File: src/design/spk_pkg.sv
package spk_pkg;

  localparam int WORD_W      = 32;
  localparam int BLK_W       = 2 * WORD_W;
  localparam int ROUND_COUNT = 27;
  localparam int ROT_A       = 8;
  localparam int ROT_B       = 3;
  localparam int CFG_IDX_W   = 3;

  // Register reset values
  localparam logic [WORD_W-1:0] KEY_RST     = 32'h0000_0000;
  localparam logic [WORD_W-1:0] IV_LOW_RST  = 32'h0123_4567;
  localparam logic [WORD_W-1:0] IV_HIGH_RST = 32'h89AB_CDEF;

  // Configuration register map
  typedef enum logic [CFG_IDX_W-1:0] {
    REG_KEY0    = 3'd0,
    REG_KEY1    = 3'd1,
    REG_KEY2    = 3'd2,
    REG_KEY3    = 3'd3,
    REG_DIR     = 3'd4,
    REG_IV_LOW  = 3'd5,
    REG_IV_HIGH = 3'd6
  } cfg_reg_e;

  // Direction codes
  localparam logic DIR_ENC = 1'b0;
  localparam logic DIR_DEC = 1'b1;

  typedef struct packed {
    logic [WORD_W-1:0] block_high;
    logic [WORD_W-1:0] block_low;
  } spk_in_t;

  typedef struct packed {
    logic [WORD_W-1:0] result_high;
    logic [WORD_W-1:0] result_low;
  } spk_out_t;

  // Round core status towards the top level
  typedef struct packed {
    logic busy;
    logic done;
  } core_stat_t;

  function automatic logic [WORD_W-1:0] rotr(input logic [WORD_W-1:0] v, input int unsigned r);
    return (v >> r) | (v << (WORD_W - r));
  endfunction

  function automatic logic [WORD_W-1:0] rotl(input logic [WORD_W-1:0] v, input int unsigned r);
    return (v << r) | (v >> (WORD_W - r));
  endfunction

endpackage

File: src/design/spk_key_sched.sv
module spk_key_sched #(
  parameter int ROUNDS = spk_pkg::ROUND_COUNT
) (
  input  logic                                  clk,
  input  logic                                  rst_n,
  input  logic                                  start,
  input  logic [spk_pkg::WORD_W-1:0]            key_in [4],
  input  logic [$clog2(ROUNDS)-1:0]             rd_idx,
  output logic [spk_pkg::WORD_W-1:0]            rk_o,
  output logic                                  busy_o
);
  import spk_pkg::*;

  localparam int RIDX_W = $clog2(ROUNDS);

  logic [WORD_W-1:0] rk_mem [ROUNDS];
  logic [WORD_W-1:0] k_r, k_nxt;
  logic [WORD_W-1:0] l_r [3];
  logic [WORD_W-1:0] nl;
  logic [RIDX_W-1:0] i_r;
  logic              busy_r;
  logic              last;

  // One schedule step per cycle; the l words rotate so l_r[0] always holds l[i]
  assign nl     = (rotr(l_r[0], ROT_A) + k_r) ^ WORD_W'(i_r);
  assign k_nxt  = rotl(k_r, ROT_B) ^ nl;
  assign last   = (i_r == RIDX_W'(ROUNDS - 1));
  assign busy_o = busy_r;
  assign rk_o   = rk_mem[rd_idx];

  // Sequencer; reset expands the reset key
  always_ff @(posedge clk) begin
    if (!rst_n) begin
      busy_r <= 1'b1;
      i_r    <= '0;
      k_r    <= KEY_RST;
      l_r[0] <= KEY_RST;
      l_r[1] <= KEY_RST;
      l_r[2] <= KEY_RST;
    end else if (start) begin
      busy_r <= 1'b1;
      i_r    <= '0;
      k_r    <= key_in[0];
      l_r[0] <= key_in[1];
      l_r[1] <= key_in[2];
      l_r[2] <= key_in[3];
    end else if (busy_r) begin
      k_r    <= k_nxt;
      l_r[0] <= l_r[1];
      l_r[1] <= l_r[2];
      l_r[2] <= nl;
      i_r    <= i_r + 1'b1;
      if (last) begin
        busy_r <= 1'b0;
      end
    end
  end

  // Round key store
  always_ff @(posedge clk) begin
    if (busy_r && !start) begin
      rk_mem[i_r] <= k_r;
    end
  end

endmodule

File: src/design/spk_round_core.sv
module spk_round_core #(
  parameter int ROUNDS = spk_pkg::ROUND_COUNT
) (
  input  logic                                  clk,
  input  logic                                  rst_n,
  input  logic                                  start,
  input  logic                                  dir_in,
  input  logic [spk_pkg::WORD_W-1:0]            x_in,
  input  logic [spk_pkg::WORD_W-1:0]            y_in,
  input  logic                                  release_in,
  input  logic [spk_pkg::WORD_W-1:0]            rk_in,
  output logic [$clog2(ROUNDS)-1:0]             rk_idx,
  output logic [spk_pkg::WORD_W-1:0]            x_o,
  output logic [spk_pkg::WORD_W-1:0]            y_o,
  output spk_pkg::core_stat_t                   stat_o
);
  import spk_pkg::*;

  localparam int RIDX_W = $clog2(ROUNDS);

  typedef enum logic [1:0] {
    C_IDLE,
    C_RUN,
    C_DONE
  } core_state_t;

  core_state_t       state_r;
  logic [RIDX_W-1:0] cnt_r;
  logic              dir_r;
  logic [WORD_W-1:0] x_r, y_r;
  logic [WORD_W-1:0] x_nxt, y_nxt;
  logic [WORD_W-1:0] dy;

  // Decrypt walks the key store backwards
  assign rk_idx = (dir_r == DIR_DEC) ? RIDX_W'(ROUNDS - 1) - cnt_r : cnt_r;

  // Shared round unit: one forward or inverse round per cycle
  assign dy = rotr(y_r ^ x_r, ROT_B);
  always_comb begin
    if (dir_r == DIR_DEC) begin
      y_nxt = dy;
      x_nxt = rotl((x_r ^ rk_in) - dy, ROT_A);
    end else begin
      x_nxt = (rotr(x_r, ROT_A) + y_r) ^ rk_in;
      y_nxt = rotl(y_r, ROT_B) ^ x_nxt;
    end
  end

  assign x_o         = x_r;
  assign y_o         = y_r;
  assign stat_o.busy = (state_r == C_RUN);
  assign stat_o.done = (state_r == C_DONE);

  always_ff @(posedge clk) begin
    if (!rst_n) begin
      state_r <= C_IDLE;
      cnt_r   <= '0;
      dir_r   <= DIR_ENC;
    end else begin
      case (state_r)
        C_IDLE: begin
          if (start) begin
            state_r <= C_RUN;
            cnt_r   <= '0;
            dir_r   <= dir_in;
            x_r     <= x_in;
            y_r     <= y_in;
          end
        end
        C_RUN: begin
          x_r   <= x_nxt;
          y_r   <= y_nxt;
          cnt_r <= cnt_r + 1'b1;
          if (cnt_r == RIDX_W'(ROUNDS - 1)) begin
            state_r <= C_DONE;
          end
        end
        C_DONE: begin
          if (release_in) begin
            state_r <= C_IDLE;
          end
        end
        default: state_r <= C_IDLE;
      endcase
    end
  end

endmodule

File: src/design/speck64_128_cbc_cipher_top.sv
// Speck64/128 block cipher in CBC mode, one 64-bit block per request.
//
// Input channel in_valid/in_stall/in_data carries a block; the result leaves
// on out_valid/out_stall/out_data. A request moves when valid is high and
// stall is low. Configuration writes use cfg_valid/cfg_ready with cfg_index
// (0-3 key words, 4 direction, 5-6 initial vector) and cfg_data. Any write
// re-expands the round keys (in_stall high meanwhile) and
// reloads the chain from the initial vector; unknown indexes are ignored.
// A pending configuration write takes priority: in_stall is high while
// cfg_valid is high.
//
// Datapath order: the block is loaded into the round core at the accepting
// edge, passes through every round of the single shared round unit, then
// moves to the output register. One block is processed at a time: a new
// block is accepted only after the previous one has left the round core.
// Reset expands the reset key (input stalled) and sets the chain
// to the reset initial vector. A stalled result holds in the output register
// while the next block is accepted; that block finishes and waits until the
// output register frees.
module speck64_128_cbc_cipher_top #(
  parameter int ROUNDS = spk_pkg::ROUND_COUNT
) (
  input  logic                              clk,
  input  logic                              rst_n,
  input  logic                              in_valid,
  output logic                              in_stall,
  input  spk_pkg::spk_in_t                  in_data,
  output logic                              out_valid,
  input  logic                              out_stall,
  output spk_pkg::spk_out_t                 out_data,
  input  logic                              cfg_valid,
  output logic                              cfg_ready,
  input  logic [spk_pkg::CFG_IDX_W-1:0]     cfg_index,
  input  logic [spk_pkg::WORD_W-1:0]        cfg_data
);
  import spk_pkg::*;

  localparam int RIDX_W = $clog2(ROUNDS);

  logic [WORD_W-1:0] key_r [4];
  logic [WORD_W-1:0] key_nxt [4];
  logic              dir_r, dir_nxt;
  logic [WORD_W-1:0] iv_low_r, iv_low_nxt;
  logic [WORD_W-1:0] iv_high_r, iv_high_nxt;
  logic              cfg_hit;
  logic              cfg_wr;
  logic [BLK_W-1:0]  chain_r;
  logic [BLK_W-1:0]  ct_r;
  logic              out_valid_r;
  spk_out_t          out_data_r;
  logic              in_acc;
  logic              out_load;
  logic              ks_busy;
  logic [WORD_W-1:0] rk;
  logic [RIDX_W-1:0] rk_idx;
  logic [WORD_W-1:0] core_x, core_y;
  logic [WORD_W-1:0] x_start, y_start;
  core_stat_t        core_stat;
  spk_out_t          res;

  // Handshakes
  assign cfg_ready = !(core_stat.busy || core_stat.done);
  assign cfg_wr    = cfg_valid && cfg_ready;
  assign in_stall  = ks_busy || core_stat.busy || core_stat.done || cfg_valid;
  assign in_acc    = in_valid && !in_stall;
  assign out_load  = core_stat.done && (!out_valid_r || !out_stall);
  assign out_valid = out_valid_r;
  assign out_data  = out_data_r;

  // Register write decode
  always_comb begin
    key_nxt     = key_r;
    dir_nxt     = dir_r;
    iv_low_nxt  = iv_low_r;
    iv_high_nxt = iv_high_r;
    cfg_hit     = 1'b1;
    case (cfg_reg_e'(cfg_index))
      REG_KEY0:    key_nxt[0]  = cfg_data;
      REG_KEY1:    key_nxt[1]  = cfg_data;
      REG_KEY2:    key_nxt[2]  = cfg_data;
      REG_KEY3:    key_nxt[3]  = cfg_data;
      REG_DIR:     dir_nxt     = cfg_data[0];
      REG_IV_LOW:  iv_low_nxt  = cfg_data;
      REG_IV_HIGH: iv_high_nxt = cfg_data;
      default:     cfg_hit     = 1'b0;
    endcase
  end

  // Chain XOR into the first round input for encryption
  assign x_start = (dir_r == DIR_ENC) ? in_data.block_low ^ chain_r[WORD_W-1:0]
                                      : in_data.block_low;
  assign y_start = (dir_r == DIR_ENC) ? in_data.block_high ^ chain_r[BLK_W-1:WORD_W]
                                      : in_data.block_high;

  // Final chain XOR for decryption
  always_comb begin
    if (dir_r == DIR_DEC) begin
      res.result_low  = core_x ^ chain_r[WORD_W-1:0];
      res.result_high = core_y ^ chain_r[BLK_W-1:WORD_W];
    end else begin
      res.result_low  = core_x;
      res.result_high = core_y;
    end
  end

  // Configuration, chain and output registers
  always_ff @(posedge clk) begin
    if (!rst_n) begin
      key_r[0]    <= KEY_RST;
      key_r[1]    <= KEY_RST;
      key_r[2]    <= KEY_RST;
      key_r[3]    <= KEY_RST;
      dir_r       <= DIR_ENC;
      iv_low_r    <= IV_LOW_RST;
      iv_high_r   <= IV_HIGH_RST;
      chain_r     <= {IV_HIGH_RST, IV_LOW_RST};
      out_valid_r <= 1'b0;
    end else begin
      if (cfg_wr && cfg_hit) begin
        key_r     <= key_nxt;
        dir_r     <= dir_nxt;
        iv_low_r  <= iv_low_nxt;
        iv_high_r <= iv_high_nxt;
        chain_r   <= {iv_high_nxt, iv_low_nxt};
      end else if (out_load) begin
        chain_r <= (dir_r == DIR_DEC) ? ct_r : {core_y, core_x};
      end
      if (out_load) begin
        out_valid_r <= 1'b1;
      end else if (!out_stall) begin
        out_valid_r <= 1'b0;
      end
    end
  end

  // Payload registers
  always_ff @(posedge clk) begin
    if (in_acc) begin
      ct_r <= in_data;
    end
    if (out_load) begin
      out_data_r <= res;
    end
  end

  spk_key_sched #(
    .ROUNDS (ROUNDS)
  ) u_ks (
    .clk    (clk),
    .rst_n  (rst_n),
    .start  (cfg_wr && cfg_hit),
    .key_in (key_nxt),
    .rd_idx (rk_idx),
    .rk_o   (rk),
    .busy_o (ks_busy)
  );

  spk_round_core #(
    .ROUNDS (ROUNDS)
  ) u_core (
    .clk        (clk),
    .rst_n      (rst_n),
    .start      (in_acc),
    .dir_in     (dir_r),
    .x_in       (x_start),
    .y_in       (y_start),
    .release_in (out_load),
    .rk_in      (rk),
    .rk_idx     (rk_idx),
    .x_o        (core_x),
    .y_o        (core_y),
    .stat_o     (core_stat)
  );

endmodule
File: config.mk
export PLATFORM = sky130hd
export DESIGN_NAME = speck64_128_cbc_cipher_top
export DESIGN_NICKNAME = d
export VERILOG_FILES = /design/src/design/spk_pkg.sv /design/src/design/spk_key_sched.sv /design/src/design/spk_round_core.sv /design/src/design/speck64_128_cbc_cipher_top.sv
export SDC_FILE = /design/constraint.sdc
export NUM_CORES = 2
export LEC_CHECK = 0
export ABC_AREA = 1
export BUFFER_PORTS_ARGS = -buffer_cell sky130_fd_sc_hd__buf_4
export CORE_UTILIZATION = 30
export CTS_CLUSTER_DIAMETER = 80
export DETAILED_ROUTE_END_ITERATION = 6
export PLACE_DENSITY = 0.5
export SLEW_MARGIN = 15
export SYNTH_ARGS = -nofsm -noshare
export SYNTH_HDL_FRONTEND = slang
export SYNTH_SLANG_ARGS = --single-unit
File: constraint.sdc
create_clock -name clk -period 17.3 [get_ports clk]
set_clock_uncertainty 0.15 [all_clocks]
set_input_delay 2.595 -clock clk [delete_from_list [all_inputs] [get_ports clk]]
set_output_delay 2.595 -clock clk [all_outputs]
set_load 0.005 [all_outputs]
==> flow_summary.json <==
{
  "grt_max_degree": 188,
  "initial_core_util_pct": 30.21,
  "power_switching_mw": 4.201,
  "ys_seq_area_share_pct": 58.46,
  "clk_latency_ps": 850,
  "critPathRequiredTime_ps": 17720,
  "p_int_mw": 7.101,
  "htreeDepth": 4,
  "synth_fa_ha_area_share_pct": 1.974,
  "status": "finished clean",
  "core_mm2": 0.2303,
  "synth_top_family_by_area": "simple AND/OR/NAND/NOR gates",
  "setup_viol": 0,
  "place_congestion": 0.9527,
  "drive_gt1_share_pct": 7.522,
  "start_kind": "flop",
  "post-cts-setup-buffer-count": 0,
  "synthSimpleGateAreaFrac_pct": 22.40,
  "crit_top_cell": "nand2_1",
  "dieArea_mm2": 0.2339,
  "crit_family": "simple AND/OR/NAND/NOR gates",
  "clock_path_buffers": 3,
  "overflow": 0,
  "cp.arrival_ps": 7920,
  "grt_usage_pct": 23.31,
  "p_comb_share_pct": 28.9,
  "row_count": 176,
  "fp.dieH_um": 483.6,
  "via_per_inst": 5.175,
  "slowest_delay_ps": 750,
  "vdd_drop_max_v": 0.00008566,
  "instances_no_fill": 10980,
  "fin_crit_sh_pct": 43.33,
  "ys.flop_type": "edfxtp_1",
  "rsz0062_at_grt": "false",
  "p_per_area_mw_per_mm2": 142.5,
  "postSynth.asyncResetShare_pct": 0,
  "synth.top_cells.by_area": "edfxtp_1 (50%), nand2_1 (11%), dfxtp_1 (8.7%)",
  "drc": 0,
  "p_leak_nw": 31.68,
  "totalPowerFinal_mw": 11.30,
  "synthCells": 7756,
  "die_x_um": 483.6,
  "syn_area_mm2": 0.06958,
  "postRouteAntennaNets": 0,
  "fin_crit_ps": 7496,
  "cp_max_fo": 122,
  "grt_pass1_wl_um": 393400,
  "synth_mux_area_share_pct": 0,
  "ctsResizeCount": 0,
  "yosys.area.top_type": "edfxtp_1",
  "final_cell_mix": "nand2_1 (2114), edfxtp_1 (1152), nor2_1 (917)",
  "cts_tree": "built",
  "cts_hold_buf": 0,
  "syn2layout_area_growth_pct": 14.02,
  "hold_start": "key_r[91]",
  "worst_pin_slew_ps": 1162,
  "yosys_warnings": 0,
  "synth_xor_area_share_pct": 1.699,
  "worst_setup_path_end_kind": "flop",
  "synth_edf_count": 1152,
  "nNetsFinal": 8025,
  "min_path_type": "reg -> reg",
  "clk_pin_slew_ps": 60,
  "routed_wirelength_um": 279400,
  "max_freq_mhz": 133.4,
  "numPlacedInstances": 10670,
  "setup_tns_ps": 0,
  "synth_area_per_cell_um2": 8.971,
  "antenna_found_initial": 13,
  "drt_iter0_markers": 6246,
  "final_common_cell": "nand2_1",
  "clock_power_share_pct": 30.7,
  "yosysTopAreaCellShare_pct": 49.72,
  "drt_pre_antenna_iters": 6,
  "p_seq_share_pct": 40.4,
  "drv_slew": 0,
  "fin_area_mm2": 0.07934,
  "crit_path_top_delay_cell": "dfxtp_4",
  "via_count": 56820,
  "grt_pass1_vias": 53030,
  "dp.final_hpwl_um": 184100,
  "placed_cell_area_mm2": 0.07404,
  "cts_sinks": 1456,
  "slew_headroom_pct": 22.52,
  "cts_root_buf": "clkbuf_16",
  "swShare_pct": 37.17,
  "synth-seq-cells": 1456,
  "synth_compound_area_share_pct": 10.47,
  "timing.hold.ws_ps": 295.3,
  "port_buffers": 170,
  "crit_type": "reg -> reg",
  "max-cap-violations": 0,
  "synth_nets": 7968,
  "wl_per_cell_um": 25.45,
  "cp.buffers_inverters": 6,
  "cts_inserted_buffers": 167,
  "ios": 171,
  "reg2reg_from": "u_core.cnt_r[0]",
  "ys_types": 47,
  "crit_path_start": "u_core.cnt_r[0]",
  "hold_violations": 0
}
## final cells by class
| class | instances | area, um2 |
|---|---|---|
| fillers | 23630 | 151000 |
| flip-flops and latches | 1456 | 40700 |
| well taps | 3026 | 3786 |
| clock inverters | 83 | 713.2 |
| clock buffers | 223 | 4573 |
| diodes | 4 | 10.01 |
| multi-input cells | 5469 | 25760 |
| repair buffers | 276 | 2110 |
| inverters | 443 | 1683 |
## tightest hold or removal path, delay by kind of cell, from the launching register on
kind,cells,cell delay (ps)
flops,1,320
simple gates,2,90
## metrics by stage
| step | setup slack, ps | utilization, % |
|---|---|---|
| after CTS | 9844 | 34.44 |
| after global placement | 9889 | 32.14 |
| after global routing | 9312 | 34.44 |
| after detailed placement | 9854 | 32.14 |
| final | 9804 | 34.44 |
| after floorplan | 10070 | - |
## sequential cells by signal (all words and copies together) (netlist names), 64 cells and up
signal,flops
u_ks.l_r,96
chain_r,64
out_data,64
key_r,128
u_ks.rk_mem,864
ct_r,64
## path summary, 6_finish.rpt
path,to,slack [ps],cells after the start
setup / recovery,u_core.x_o[29],9800,27
hold / removal,key_r[91],300,2
setup reg to reg,u_core.x_o[29],9800,27
hold reg to reg,key_r[91],300,2
## kinds of logic after synthesis
kind of cell / count (synthesis)
and+or+nand+nor: 3838
adders and majority gates: 108
AOI/OAI and AO/OA: 1388
xor gates and xnor gates: 135
DFF: 1456
buffers and inverters: 831
## synthesized netlist by cell type, types with 38 or more instances
master and instances:
dfxtp_1 304, nand3b_1 38, xor2_1 83, buf_2 136
o21ai_1 46, clkbuf_1 191, nand2_1 2117, ha_1 105
nand3_1 636, xnor2_1 52, edfxtp_1 1152, o211ai_1 43
a21oi_1 371, nor2_1 947, o21ai_0 826, nand4_1 38
inv_1 428
## power groups by stage
stage                     registers (mW)  logic (mW)  clock network (mW)
after floorplan                     4.53        1.86                   0
after global placement              4.62        3.25                   0
after detailed placement            4.63        3.24                   0
after CTS                           4.56        3.25                3.53
after global routing                4.60        3.54                3.66
final                               4.57        3.26                3.47
## layer usage
metal  part of all wire, %  routed length (um)  up-vias  track usage (%)
met5                0.0093                  26        -                0
met4                   3.3                9196        4            7.382
met3                   7.3               20350      378            3.563
met2                    45              124900     2176            36.40
met1                    45              125000    27770            32.93
li1                      -                   -    26490                -
Power figures use the tool's default switching activity.
